## config.mk

```make
export PLATFORM = sky130hd
export DESIGN_NAME = base64_decoder_checked_unit
export DESIGN_NICKNAME = d
export VERILOG_FILES = /design/src/rtl/core/b64d_pkg.sv /design/src/rtl/core/base64_decoder_checked_unit.sv /design/src/rtl/core/b64d_front.sv /design/src/rtl/core/b64d_queue.sv /design/src/rtl/core/b64d_back.sv
export SDC_FILE = /design/constraint.sdc
export NUM_CORES = 1
export LEC_CHECK = 0
export BUFFER_PORTS_ARGS = -buffer_cell sky130_fd_sc_hd__clkbuf_2
export CAP_MARGIN = 30
export CORE_MARGIN = 8
export CORE_UTILIZATION = 60
export CTS_CLUSTER_DIAMETER = 80
export CTS_CLUSTER_SIZE = 25
export DETAILED_ROUTE_END_ITERATION = 8
export MAX_ROUTING_LAYER = met4
export PLACE_DENSITY = 0.76
export SYNTH_ARGS = -nofsm -noshare
export SYNTH_HDL_FRONTEND = slang
export SYNTH_HIERARCHICAL = 1
export SYNTH_SLANG_ARGS = --single-unit
```

## constraint.sdc

```tcl
create_clock -name clk -period 3.7 [get_ports clk]
set_clock_uncertainty 0.15 [all_clocks]
set_input_delay 0.185 -clock clk [delete_from_list [all_inputs] [get_ports clk]]
set_output_delay 0.185 -clock clk [all_outputs]
set_load 0.03 [all_outputs]
```

## src/rtl/core/b64d_pkg.sv

```systemverilog
package b64d_pkg;

  // default depth of the symbol queue between front and back
  localparam int QUEUE_DEPTH = 4;

  // closing status codes
  localparam logic [1:0] ST_OK        = 2'd0;
  localparam logic [1:0] ST_LENGTH    = 2'd1;
  localparam logic [1:0] ST_INVALID   = 2'd2;
  localparam logic [1:0] ST_AFTER_PAD = 2'd3;

  // symbol classes produced by the front
  localparam logic [1:0] KIND_DATA = 2'd0;
  localparam logic [1:0] KIND_PAD  = 2'd1;
  localparam logic [1:0] KIND_BAD  = 2'd2;

  typedef struct packed {
    logic [7:0] in_char;
    logic       in_last;
  } in_beat_t;

  typedef struct packed {
    logic [7:0] out_byte;
    logic       is_data;
    logic [1:0] status;
    logic       end_of_string;
  } out_beat_t;

  // one classified character
  typedef struct packed {
    logic [1:0] kind;
    logic [5:0] value;
    logic       last;
  } sym_t;

  // queue to back handshake
  typedef struct packed {
    logic valid;
    sym_t sym;
  } q_head_t;

endpackage

```

## src/rtl/core/base64_decoder_checked_unit.sv

```systemverilog
// base64 decoder, one encoded character per input beat
//
// input channel: in_valid / in_stall, in_data carries the character and a
// flag on the last character of the string. output channel: out_valid /
// out_stall, out_data is either a decoded byte (is_data high) or the
// closing status beat of a string (end_of_string high, status code).
// a character gives zero, one or two output beats: a byte when eight bits
// are ready, then the status beat when it is the last character.
// cfg_write / cfg_data load the alphabet select bit (0 standard, 1 url
// safe); write it only while no string is in flight.
// throughput: one character per cycle while the receiver does not stall;
// the back end drains one output beat per cycle, so a last character that
// also yields a byte holds off the next pop while its status beat is
// parked. the front classifies each character through the alphabet table
// and pushes it into a small symbol queue; the back end updates the bit
// accumulator and holds results in an output register.
// receiver stall: the output register holds, the back end stops popping,
// and the queue absorbs up to DEPTH characters before in_stall rises.
// reset: synchronous, clears queue, per-string state, output valid and
// selects the standard alphabet.
module base64_decoder_checked_unit #(
  parameter int DEPTH = b64d_pkg::QUEUE_DEPTH
) (
  input  logic                clk,
  input  logic                rst,
  input  logic                cfg_write,
  input  logic                cfg_data,
  input  logic                in_valid,
  input  b64d_pkg::in_beat_t  in_data,
  output logic                in_stall,
  output logic                out_valid,
  output b64d_pkg::out_beat_t out_data,
  input  logic                out_stall
);
  import b64d_pkg::*;

  // front to queue
  logic    push;
  sym_t    push_sym;
  logic    q_full;

  // queue to back
  q_head_t head;
  logic    pop;

  // classify characters, own the alphabet register
  b64d_front u_front (
    .clk       (clk),
    .rst       (rst),
    .cfg_write (cfg_write),
    .cfg_data  (cfg_data),
    .in_valid  (in_valid),
    .in_data   (in_data),
    .in_stall  (in_stall),
    .q_full    (q_full),
    .push      (push),
    .push_sym  (push_sym)
  );

  // decouples input acceptance from output back-pressure
  b64d_queue #(
    .DEPTH (DEPTH)
  ) u_queue (
    .clk      (clk),
    .rst      (rst),
    .push     (push),
    .push_sym (push_sym),
    .full     (q_full),
    .pop      (pop),
    .head     (head)
  );

  // bit accumulator, error tracking and output register
  b64d_back u_back (
    .clk       (clk),
    .rst       (rst),
    .head      (head),
    .pop       (pop),
    .out_valid (out_valid),
    .out_data  (out_data),
    .out_stall (out_stall)
  );

endmodule

```

## src/rtl/core/b64d_front.sv

```systemverilog
module b64d_front (
  input  logic               clk,
  input  logic               rst,
  input  logic               cfg_write,
  input  logic               cfg_data,
  input  logic               in_valid,
  input  b64d_pkg::in_beat_t in_data,
  output logic               in_stall,
  input  logic               q_full,
  output logic               push,
  output b64d_pkg::sym_t     push_sym
);
  import b64d_pkg::*;

  logic alphabet_select;

  function automatic sym_t classify(input logic [7:0] c, input logic url, input logic last);
    sym_t s;
    s.kind  = KIND_DATA;
    s.value = '0;
    s.last  = last;
    if (c inside {[8'h41:8'h5A]}) begin
      s.value = 6'(c - 8'h41);
    end else if (c inside {[8'h61:8'h7A]}) begin
      s.value = 6'(c - 8'd71);
    end else if (c inside {[8'h30:8'h39]}) begin
      s.value = 6'(c + 8'd4);
    end else if (c == 8'h3D) begin
      s.kind = KIND_PAD;
    end else if (url && c == 8'h2D) begin
      s.value = 6'd62;
    end else if (url && c == 8'h5F) begin
      s.value = 6'd63;
    end else if (!url && c == 8'h2B) begin
      s.value = 6'd62;
    end else if (!url && c == 8'h2F) begin
      s.value = 6'd63;
    end else begin
      s.kind = KIND_BAD;
    end
    return s;
  endfunction

  always_ff @(posedge clk) begin
    if (rst) begin
      alphabet_select <= 1'b0;
    end else if (cfg_write) begin
      alphabet_select <= cfg_data;
    end
  end

  assign in_stall = q_full;
  assign push     = in_valid && !q_full;
  assign push_sym = classify(in_data.in_char, alphabet_select, in_data.in_last);

endmodule

```

## src/rtl/core/b64d_queue.sv

```systemverilog
module b64d_queue #(
  parameter int DEPTH = b64d_pkg::QUEUE_DEPTH
) (
  input  logic              clk,
  input  logic              rst,
  input  logic              push,
  input  b64d_pkg::sym_t    push_sym,
  output logic              full,
  input  logic              pop,
  output b64d_pkg::q_head_t head
);
  import b64d_pkg::*;

  localparam int PW = (DEPTH > 1) ? $clog2(DEPTH) : 1;
  localparam int CW = $clog2(DEPTH + 1);
  localparam logic [PW-1:0] LAST_PTR = PW'(DEPTH - 1);
  localparam logic [CW-1:0] FULL_CNT = CW'(DEPTH);

  sym_t          mem [DEPTH];
  logic [PW-1:0] wr_ptr;
  logic [PW-1:0] rd_ptr;
  logic [CW-1:0] count;

  assign full       = (count == FULL_CNT);
  assign head.valid = (count != '0);
  assign head.sym   = mem[rd_ptr];

  always_ff @(posedge clk) begin
    if (push) begin
      mem[wr_ptr] <= push_sym;
    end
  end

  always_ff @(posedge clk) begin
    if (rst) begin
      wr_ptr <= '0;
      rd_ptr <= '0;
      count  <= '0;
    end else begin
      if (push) begin
        wr_ptr <= (wr_ptr == LAST_PTR) ? '0 : wr_ptr + 1'b1;
      end
      if (pop) begin
        rd_ptr <= (rd_ptr == LAST_PTR) ? '0 : rd_ptr + 1'b1;
      end
      if (push && !pop) begin
        count <= count + 1'b1;
      end else if (pop && !push) begin
        count <= count - 1'b1;
      end
    end
  end

endmodule

```

## src/rtl/core/b64d_back.sv

```systemverilog
module b64d_back (
  input  logic                clk,
  input  logic                rst,
  input  b64d_pkg::q_head_t   head,
  output logic                pop,
  output logic                out_valid,
  output b64d_pkg::out_beat_t out_data,
  input  logic                out_stall
);
  import b64d_pkg::*;

  // per-string state
  logic [11:0] bit_accumulator;
  logic [2:0]  bit_count;
  logic        padding_seen;
  logic [1:0]  char_count_mod4;
  logic [1:0]  first_error;

  logic [11:0] bit_accumulator_next;
  logic [2:0]  bit_count_next;
  logic        padding_seen_next;
  logic [1:0]  char_count_mod4_next;
  logic [1:0]  first_error_next;

  // status beat parked behind a data beat
  logic        pend_valid;
  out_beat_t   pend_data;

  logic        can_load;
  logic        data_fire;
  logic [3:0]  sum;
  logic [11:0] shifted;
  out_beat_t   data_beat;
  out_beat_t   status_beat;

  assign can_load = !out_valid || !out_stall;
  assign pop      = can_load && !pend_valid && head.valid;

  always_comb begin
    bit_accumulator_next = bit_accumulator;
    bit_count_next       = bit_count;
    padding_seen_next    = padding_seen;
    char_count_mod4_next = char_count_mod4 + 2'd1;
    first_error_next     = first_error;
    data_fire            = 1'b0;
    sum                  = {1'b0, bit_count} + 4'd6;
    case (head.sym.kind)
      KIND_BAD: begin
        if (first_error == ST_OK) first_error_next = ST_INVALID;
      end
      KIND_PAD: begin
        padding_seen_next = 1'b1;
      end
      KIND_DATA: begin
        if (padding_seen) begin
          if (first_error == ST_OK) first_error_next = ST_AFTER_PAD;
        end else begin
          bit_accumulator_next = {bit_accumulator[5:0], head.sym.value};
          if (sum >= 4'd8) begin
            bit_count_next = 3'(sum - 4'd8);
            data_fire      = (first_error == ST_OK);
          end else begin
            bit_count_next = 3'(sum);
          end
        end
      end
      default: ;
    endcase
    shifted = bit_accumulator_next >> bit_count_next;

    data_beat.out_byte      = shifted[7:0];
    data_beat.is_data       = 1'b1;
    data_beat.status        = ST_OK;
    data_beat.end_of_string = 1'b0;

    status_beat.out_byte      = '0;
    status_beat.is_data       = 1'b0;
    status_beat.status        = (char_count_mod4_next != 2'd0) ? ST_LENGTH : first_error_next;
    status_beat.end_of_string = 1'b1;
  end

  always_ff @(posedge clk) begin
    if (rst) begin
      bit_accumulator <= '0;
      bit_count       <= '0;
      padding_seen    <= 1'b0;
      char_count_mod4 <= '0;
      first_error     <= ST_OK;
      out_valid       <= 1'b0;
      pend_valid      <= 1'b0;
    end else begin
      if (pop) begin
        if (head.sym.last) begin
          bit_accumulator <= '0;
          bit_count       <= '0;
          padding_seen    <= 1'b0;
          char_count_mod4 <= '0;
          first_error     <= ST_OK;
        end else begin
          bit_accumulator <= bit_accumulator_next;
          bit_count       <= bit_count_next;
          padding_seen    <= padding_seen_next;
          char_count_mod4 <= char_count_mod4_next;
          first_error     <= first_error_next;
        end
      end
      if (can_load) begin
        if (pend_valid) begin
          out_valid  <= 1'b1;
          pend_valid <= 1'b0;
        end else if (pop) begin
          out_valid  <= data_fire || head.sym.last;
          pend_valid <= data_fire && head.sym.last;
        end else begin
          out_valid <= 1'b0;
        end
      end
    end
  end

  always_ff @(posedge clk) begin
    if (can_load) begin
      if (pend_valid) begin
        out_data <= pend_data;
      end else if (pop) begin
        out_data  <= data_fire ? data_beat : status_beat;
        pend_data <= status_beat;
      end
    end
  end

endmodule

```

==> results of run 1 <==
-- metrics by stage --
stage                     total power, W  worst slack [ns]  area [um2]
after floorplan                 0.002225            0.9236        4179
after global placement          0.002424            0.8691        4325
after detailed placement        0.002463            0.7805        4325
after CTS                       0.003081            0.7602        4561
after global routing            0.003266            0.6571        4568
final                           0.003078            0.7867        4568
-- cell families (layout without fill, tap and decap cells) --
group,Yosys count,in the layout
AOI/OAI and AO/OA,84,84
adders and majority gates,18,18
DFF,81,81
buffers and inverters,36,67
xor gates and xnor gates,11,11
muxes,22,22
and+or+nand+nor,110,110
-- Yosys cell counts, drive strengths merged, types with 10 or more instances --
cell,number
nor2,53
edfxtp,50
dfxtp,31
o21ai,19
ha,17
a21oi,15
inv,15
a22oi,13
buf,12
mux2i,12
o32ai,10
-- power breakdown --
part           internal [W]  switching [W]
sequential          0.00116       0.000116
clock              0.000289       0.000329
combinational      0.000448       0.000738
-- flip-flops by register name, summed over array words and instances, names as in the netlist, 2 cells and up, named ones only --
| name | count |
|---|---|
| u_back/char_count_mod4 | 2 |
| u_back/out_data | 12 |
| u_queue/mem | 36 |
| u_back/bit_count | 2 |
| u_back/bit_accumulator | 12 |
| u_queue/wr_ptr | 2 |
| u_queue/count | 3 |
| u_back/pend_data | 2 |
| u_queue/rd_ptr | 2 |
| u_back/first_error | 2 |
-- repair_timing --
item / 4_1_cts / 5_1_grt
hold endpoints to repair: 6 / 0
buffers inserted: 0 / 0
hold buffers: 4 / 0
-- routing by layer --
| metal | share of wire [%] | up-vias | track usage, % |
|---|---|---|---|
| met5 | 0 | - | - |
| met3 | 5.1 | 13 | 3.631 |
| met2 | 50 | 90 | 27.12 |
| met4 | 1.6 | 0 | 8.382 |
| met1 | 43 | 1389 | 19.05 |
| li1 | - | 1405 | - |
-- layout make-up --
class / instances / area, um2
Timing Repair Buffer: 36 / 210.2
Multi-Input combinational cell: 245 / 1884
Inverter: 15 / 56.30
Fill cell: 548 / 2188
Clock inverter: 6 / 46.29
Tap cell: 80 / 100.1
Sequential cell: 81 / 2122
Clock buffer: 10 / 148.9
-- final timing paths --
kind	from	end	slack (ns)	depth (start not counted)
worst max register to register	register	u_back/out_data[6]	0.79	5
worst max-delay path	register	u_back/out_data[6]	0.79	5
worst min-delay path	in_valid	u_queue/wr_ptr[0]	0.20	4
worst min register to register	u_back/char_count_mod4[1]	u_back/char_count_mod4[1]	0.33	2
-- tightest hold or removal path, stage by stage --
cell and delay, ns:
clkbuf_2 0.07, nor2b_1 0.20, mux2i_1 0.15, nor2_1 0.07
==> metrics, run 1 <==
fin util=between 60% and 70%; Post-Synthesis Cells=362; max-slew violations=0; vias=a little under 3000; number of cells upsized or downsized after cts=0; Yosys cell types=58; WHS=0.1957 ns; Clock Tree Root=clkbuf_8; total negative setup slack=0 ns; crit-path cells=mux4_2, or3_4, or4_4, a2111oi_4, a22o_1; PortBufs=28; Clock Latency Late Sink=about 0.35 ns; fin cells=around 470; # DRC=0; number of synthesized flops with an enable pin=50; Num CTS Buffers=9; TritonRoute pass-1 iters=5; Final Setup Violations=0; top post-synthesis cells by area=edfxtp_1 (36%), dfxtp_1 (15%), ha_1 (5.1%); overall routing resource usage=between 10% and 20%; initial core utilization=61.85%; Pleak=about 1.6 nW; part of the Yosys area used for sequential elements=around half; CTS Buffer Depth=2; post-DP HPWL=about 5500 um; GPL Wtd Cong=between 0.8 and 0.9; layout cell share with drive strength beyond 1=between 10% and 20%; mux cell area share after synthesis=roughly 8%; Die Span X=just under 100 um; placed cell count=between 400 and 500; Synth area leader=edfxtp_1; commonest cells after routing, fill and taps aside=nor2_1 (53), edfxtp_1 (50), dfxtp_1 (31), clkbuf_2 (28), o21ai_0 (19); largest net degree at the start of global routing=28; Worst Path Arrival=approximately 3 ns; global route overflow=0; Worst setup SP type=register; worst path bufs/invs=0; critical path type=reg2reg; Post-synth ARST share=0%; Tcrit/Tclk final=around four fifths; drt total wl=between 7000 and 8000 um; die height=just under 100 um; commonest non-fill, non-tap cell in the layout=nor2_1; Critical Path Max Stage Delay=around 0.6 ns; RSZ-0062 raised after global routing=false; most used flip-flop cell after synthesis=edfxtp_1; min Tclk post-route=~3 ns; post-synthesis simple-gate area fraction=between 10% and 20%; CP max stage cell=mux4_2; Slew @ Worst Pin=between 1 and 1.5 ns; routed len/inst=between 15 and 20 um; drt initial violations=151; slew margin rel.=roughly 33%; Seq cells post-synth=81; first-pass GRT wire length=between 10000 and 15000 um; # rows=30; clock slew at reported path FFs=roughly 0.090 ns; Ports=29; nature of the critical path endpoint=register; worst min path class=in2reg; antenna diode count=0; clock sinks=81; adder-cell share of the synthesized area=around 5.6%; P&R area growth vs syn=9.311%; antenna violations before repair=0; Antenna Violating Nets Remaining=0; Post-Syn Area=roughly 4200 um2; CTS tree=done; DIE AREA=approximately 9900 um2; nets@finish=roughly 420; Max Cap Violations=0; Worst Path Required=~3.8 ns; H-tree levels=3; Mean Syn Cell Area=~12 um2; Compound-Gate Fraction of Synth Area=between 15 and 20%; Via density=between 6 and 7; Ys Warns=6; crit-path leading delay family=simple AND/OR/NAND/NOR gates; vias in the first global route=2780; Cell Pwr Density=between 600 and 700 nW/um2; share of the synthesized area in the top cell type=roughly 36%; Peak VDD IR=between 0.4 and 0.5 mV; Post-Synth XOR/XNOR Area=around 2.3%; FMAX=between 0.3 and 0.4 GHz; largest family of logic cells by synthesized area=compound AO/OA/AOI/OAI gates; Fin. Hold Viols=0; syn nets=approximately 400; Core Area=approximately 6800 um2; crit path max fanout=8; status=finished clean
Power figures use the tool's default switching activity.
==> inputs of run 2 (changes only) <==
--- a/config.mk
+++ b/config.mk
@@ -8,12 +8,12 @@
 export BUFFER_PORTS_ARGS = -buffer_cell sky130_fd_sc_hd__clkbuf_2
 export CAP_MARGIN = 30
 export CORE_MARGIN = 8
-export CORE_UTILIZATION = 60
+export CORE_UTILIZATION = 54
 export CTS_CLUSTER_DIAMETER = 80
 export CTS_CLUSTER_SIZE = 25
 export DETAILED_ROUTE_END_ITERATION = 8
 export MAX_ROUTING_LAYER = met4
-export PLACE_DENSITY = 0.76
+export PLACE_DENSITY = 0.72
 export SYNTH_ARGS = -nofsm -noshare
 export SYNTH_HDL_FRONTEND = slang
 export SYNTH_HIERARCHICAL = 1
==> constraint.sdc (replaced) <==
create_clock -name clk -period 2.65 [get_ports clk]
set_clock_uncertainty 0.15 [all_clocks]
set_input_delay 0.1325 -clock clk [delete_from_list [all_inputs] [get_ports clk]]
set_output_delay 0.1325 -clock clk [all_outputs]
set_load 0.03 [all_outputs]
==> run 2 against run 1 <==
Effect of this change: first-iteration DRC count down 34%; via count down 0.69%; worst hold slack worse by 0.039 ns; critical path type unchanged; critical endpoint is now u_back/out_data[10]; largest cell class unchanged.
==> metrics, run 2 (same netlist as run 1, synthesis figures left out) <==
status=finished clean; Via density=5.619 (-8.3%); met3 global-route usage=3.098% (-0.53 points); initial core utilization=54.93% (-6.9 points); commonest non-fill, non-tap cell in the layout=nor2_1; DIE AREA=10810 um2 (+9.3%); drt total wl=7605 um (-0.50%); CTS Buffer Depth=2 (unchanged); Pleak=1.744 nW (+6.0%); # rows=32 (+6.7%); max reg flops=36 (unchanged); Fin. Hold Viols=0 (unchanged); Final Power=0.004472 W (+45%); overall routing resource usage=15.36% (-1.3 points); TritonRoute pass-1 iters=4 (-1); antenna diode count=0 (unchanged); die height=104.0 um (+4.5%); Tcrit/Tclk final=98.17% (+19 points); biggest regs=u_queue/mem: 36 flops, u_back/bit_accumulator: 12 flops, u_back/out_data: 12 flops; R2R setup slack=0.05 ns (-0.74 ns); r2r worst-path depth=6 (+1); post-DP HPWL=5535 um (+0.39%); routing usage on met2=24.06% (-3.1 points); slew margin rel.=61.16% (+28 points); Worst Path Required=2.70 ns (-1.07 ns); GPL Wtd Cong=0.8875 (+3.3%); nets@finish=438 (+4.0%); vias=2877 (-0.69%); largest net degree at the start of global routing=28 (unchanged); H-tree levels=3 (unchanged); Die Span X=104.0 um (+4.5%); vias in the first global route=2811 (+1.1%); Final Setup Violations=0 (unchanged); global route overflow=0 (unchanged); worst min path class=in2reg; FMAX=0.3844 GHz (+12%); first-pass GRT wire length=13340 um (+2.4%); fin util=62.25% (-5.4 points); P&R area growth vs syn=13.32%; Core Area=7607 um2 (+13%); Antenna Violating Nets Remaining=0 (unchanged); Max Cap Violations=0 (unchanged); Hold Path Depth=2 (-2); min Tclk post-route=2.602 ns (-0.3117 ns); Ports=29 (unchanged); Cell Pwr Density=944.3 nW/um2 (+40%); Clock Tree Root=clkbuf_8; drt initial violations=99 (-34%); layout cell share with drive strength beyond 1=21.22% (+3.4 points); Worst Path Arrival=2.65 ns (-0.34 ns); clock slew at reported path FFs=0.08 ns (about the same); WHS=0.1562 ns (-0.03950 ns); reg2reg end=u_back/out_data[10]; met1 Usage GRT=18.21% (-0.84 points); Peak VDD IR=0.4119 mV (-4.1%); CTS tree=done; Largest Register=u_queue/mem; Slew @ Worst Pin=0.5772 ns (-0.4232 ns); nature of the critical path endpoint=register; placed cell count=488 (+8.0%); # DRC=0 (unchanged); routed len/inst=14.85 um (-8.1%); Clock Latency Late Sink=0.35 ns (about the same); Worst setup SP type=register; Hold Path Origin=in_data[1]; Num CTS Buffers=9 (unchanged); commonest cells after routing, fill and taps aside=nor2_1 (53), edfxtp_1 (50), dfxtp_1 (30), clkbuf_2 (28), buf_4 (21); critical path type=reg2reg; antenna violations before repair=0 (unchanged); PortBufs=28 (unchanged); GR peak layer=met2; crit path max fanout=8 (unchanged); clock sinks=81 (unchanged); RSZ-0062 raised after global routing=true; fin cells=512 (+8.2%); Hold EP=u_queue/mem[2][1]; max-slew violations=0 (unchanged)
[run 2: layer usage]
layer  wire length, um  vias to the layer above
met1              3476                     1364
met3               298                       12
met4               161                        0
li1                  -                     1442
met5                 0                        -
met2              3669                       59
[run 2: critical path, cell delays in order (launching register included)]
cell and delay (ns):
dfxtp_4 0.38, mux4_2 0.52, or3_4 0.39, or4_4 0.48, a2111oi_4 0.21, buf_4 0.20
o2bb2ai_1 0.12
[run 2: area by class of cell]
class / instances / area [um2]
Tap cell: 102 / 127.6
Fill cell: 611 / 2872
Inverter: 15 / 56.30
Sequential cell: 81 / 2126
Timing Repair Buffer: 53 / 337.8
Clock buffer: 9 / 123.9
Multi-Input combinational cell: 245 / 1896
Clock inverter: 7 / 68.82
[run 2: power by group]
group	leakage [nW]	internal (W)	switching, W
Combinational	0.929	0.000750	0.00110
Clock	0.0991	0.000435	0.000438
Sequential	0.716	0.00162	0.000133
[run 2: what timing repair did]
item	CTS	global route
hold buffers	4	0
buffers inserted	1	2
gates resized for setup	2	1
pin swaps	0	2
cloned	0	0
hold endpoints to repair	6	0
setup endpoints to repair	6	8
[run 2: worst max-delay path by stage]
stage,start,to,slack [ns],cells past startpoint
4_1_cts,register,u_back/out_data[8],0.02,6
5_1_grt,register,u_back/out_data[10],-0.05,6
2_1_floorplan,register,u_back/out_data[5],-0.03,6
3_3_place_gp,register,u_back/out_data[8],0.05,5
6_report,register,u_back/out_data[10],0.05,6
3_5_place_dp,register,u_back/out_data[8],-0.008,5
[run 2: per-stage QoR]
step / worst slack [ns] / setup TNS, ns / area (um2)
final: 0.04842 / 0 / 4736
after CTS: 0.02335 / 0 / 4706
after floorplan: -0.03159 / -0.2274 / 4185
after detailed placement: -0.008017 / -0.008050 / 4459
after global placement: 0.04646 / 0 / 4459
after global routing: -0.04564 / -0.1290 / 4736
==> inputs of run 3 (changes only) <==
--- a/config.mk
+++ b/config.mk
@@ -8,12 +8,12 @@
 export BUFFER_PORTS_ARGS = -buffer_cell sky130_fd_sc_hd__clkbuf_2
 export CAP_MARGIN = 30
 export CORE_MARGIN = 8
-export CORE_UTILIZATION = 54
+export CORE_UTILIZATION = 60
 export CTS_CLUSTER_DIAMETER = 80
 export CTS_CLUSTER_SIZE = 25
 export DETAILED_ROUTE_END_ITERATION = 8
 export MAX_ROUTING_LAYER = met4
-export PLACE_DENSITY = 0.72
+export PLACE_DENSITY = 0.91
 export SYNTH_ARGS = -nofsm -noshare
 export SYNTH_HDL_FRONTEND = slang
 export SYNTH_HIERARCHICAL = 1
==> constraint.sdc (replaced) <==
create_clock -name clk -period 2.5 [get_ports clk]
set_clock_uncertainty 0.15 [all_clocks]
set_input_delay 0.125 -clock clk [delete_from_list [all_inputs] [get_ports clk]]
set_output_delay 0.125 -clock clk [all_outputs]
set_load 0.03 [all_outputs]
==> run 3 against run 2 <==
Effect of this change: the flow now finishes with violations (negative setup slack); cell count fell by 3.3%; setup slack got worse by 0.14 ns; worst hold slack improved by 0.012 ns; die area fell by 8.5%; combinational power rose by 13%; via count rose by 4.1%; core utilization rose by 8.5 points; fmax rose by 0.51%; critical path depth did not move; cell area rose by 1.0%; sequential cell count did not move; power rose by 7.6%; critical endpoint is now u_back/out_data[8].
==> metrics, run 3 (same netlist as run 1, synthesis figures left out) <==
commonest cells after routing, fill and taps aside=nor2_1 (52), edfxtp_1 (50), dfxtp_1 (30), clkbuf_2 (28), buf_4 (23); R2R setup slack=-0.09 ns (-0.14 ns); Slew @ Worst Pin=0.9829 ns (+0.4057 ns); r2r worst-path depth=6 (unchanged); Ports=29 (unchanged); # rows=30 (-6.3%); worst path bufs/invs=1 (unchanged); Tcrit/Tclk final=103.5% (+5.4 points); failing checks=negative setup slack; vias=2996 (+4.1%); Final Power=0.004814 W (+7.6%); commonest non-fill, non-tap cell in the layout=nor2_1; min Tclk post-route=2.588 ns (-0.01321 ns); met2 WL=4323 um (+18%); fin util=70.80% (+8.5 points); reg2reg end=u_back/out_data[8]; Num CTS Buffers=9 (unchanged); drt total wl=8268 um (+8.7%); critical path type=reg2reg; Fin. Hold Viols=0 (unchanged); nature of the critical path endpoint=register; Clock Tree Root=clkbuf_8; P&R area growth vs syn=14.46%; Hold Path Depth=4 (+2); Worst Path Required=2.57 ns (-0.13 ns); first-pass GRT wire length=13600 um (+2.0%); initial core utilization=61.85% (+6.9 points); Hold EP=u_queue/mem[0][7]; TritonRoute pass-1 iters=4 (unchanged); DIE AREA=9891 um2 (-8.5%); Cell Pwr Density=1006 nW/um2 (+6.6%); nets@finish=443 (+1.1%); layout cell share with drive strength beyond 1=23.37% (+2.2 points); crit-path leading delay family=simple AND/OR/NAND/NOR gates; global route overflow=0 (unchanged); final setup margin=-0.08837 ns (-0.1368 ns); Critical Path Max Stage Delay=0.54 ns (+0.02 ns); Max Used Layer=met4; Worst Path Arrival=2.66 ns (about the same); clock sinks=81 (unchanged); GPL Wtd Cong=0.9126 (+2.8%); # DRC=0 (unchanged); drt initial violations=173 (+75%); clock slew at reported path FFs=0.08 ns (about the same); Hold Path Origin=in_data[8]; DR WL met3=325 um (+9.1%); biggest regs=u_queue/mem: 36 flops, u_back/bit_accumulator: 12 flops, u_back/out_data: 12 flops; Antenna Violating Nets Remaining=0 (unchanged); Max Cap Violations=0 (unchanged); Core Area=6756 um2 (-11%); RSZ-0062 raised after global routing=true; vias in the first global route=2941 (+4.6%); CTS tree=done; Peak VDD IR=0.3723 mV (-9.6%); status=finished with violations; Die Span X=99.46 um (-4.3%); FMAX=0.3863 GHz (+0.51%); overall routing resource usage=17.49% (+2.1 points); PortBufs=28 (unchanged); met1 WL=3476 um (unchanged); routed len/inst=16.70 um (+12%); Largest Register=u_queue/mem; H-tree levels=3 (unchanged); Filler Cell Count=476 (-22%); crit-path cells=mux4_2, or3_4, or4_4, a2111oi_4, buf_6, a22o_1; crit path max fanout=8 (unchanged); max-slew violations=0 (unchanged); slew margin rel.=34.47% (-27 points); Worst setup SP type=register; Via density=6.053 (+7.7%); Final Setup Violations=10 (+10); die height=99.46 um (-4.3%); max reg flops=36 (unchanged); antenna diode count=0 (unchanged); post-DP HPWL=5905 um (+6.7%); Pleak=1.759 nW (+0.86%); WP depth=6 (unchanged); largest net degree at the start of global routing=28 (unchanged); Clock Latency Late Sink=0.34 ns (about the same); antenna violations before repair=0 (unchanged); CTS Buffer Depth=2 (unchanged); CP max stage cell=mux4_2; worst min path class=in2reg
==> run 3: cell count changes in the layout (fill, tap and decap cells not counted), moves of 2 or more <==
cell | previous run | this run
o2bb2ai_2 | 0 | 2
clkbuf_1 | 0 | 2
o2bb2ai_1 | 2 | 0
inv_6 | 2 | 0
clkinvlp_4 | 0 | 3
buf_4 | 21 | 23
buf_6 | 0 | 3
==> run 3: worst max path at each step <==
stage | to | slack [ns]
2_1_floorplan | u_back/out_data[5] | -0.18
3_3_place_gp | u_back/out_data[8] | -0.07
3_5_place_dp | u_back/out_data[4] | -0.12
4_1_cts | u_back/out_data[10] | -0.07
5_1_grt | u_back/out_data[5] | -0.16
6_report | u_back/out_data[8] | -0.09
==> run 3: power breakdown <==
part           internal, W  total, W  switching, W
combinational     0.000849   0.00209       0.00124
sequential         0.00172   0.00186      0.000142
clock             0.000418  0.000858      0.000440
total              0.00299   0.00481       0.00183
==> run 3: layer usage <==
metal / track usage [%] / vias to the layer above
met2: 30.37 / 95
li1: - / 1449
met1: 19.20 / 1441
met5: - / -
met4: 8.731 / 0
met3: 2.584 / 11
==> run 3: metrics by stage <==
step                hold slack [ns]  instance area (um2)  std cells  setup TNS [ns]  setup slack (ns)
floorplan                   0.04407                 4192        362          -1.427           -0.1816
global placement             0.1948                 4474        471         -0.4535          -0.06709
detailed placement           0.1976                 4474        471         -0.8232           -0.1220
CTS                          0.1469                 4728        494         -0.4738          -0.06625
global route                 0.1762                 4783        495          -1.380           -0.1581
finish                       0.1686                 4783        495         -0.7260          -0.08837
==> run 3: timing repair <==
| action | 4_1_cts | 5_1_grt |
|---|---|---|
| pin swaps | 2 | 2 |
| cloned | 0 | 0 |
| buffers inserted | 3 | 1 |
| endpoints found under the setup margin | 9 | 25 |
| hold buffers | 4 | 0 |
| resized for setup | 3 | 10 |
| hold endpoints to repair | 6 | 0 |
==> run 3: worst min-delay path: stages <==
cell and delay, ns:
clkbuf_2 0.13, nor3_1 0.09, nand3_1 0.08, nor2_1 0.07
==> run 3: final cells by class <==
cell class | count | area [um2] | share of cell area, %
repair buffers | 58 | 386.6 | 8.083
clock buffers | 12 | 156.4 | 3.270
flip-flops and latches | 81 | 2126 | 44.44
multi-input cells | 245 | 1932 | 40.39
well taps | 80 | 100.1 | 2.093
clock inverters | 4 | 26.28 | 0.5493
inverters | 15 | 56.30 | 1.177
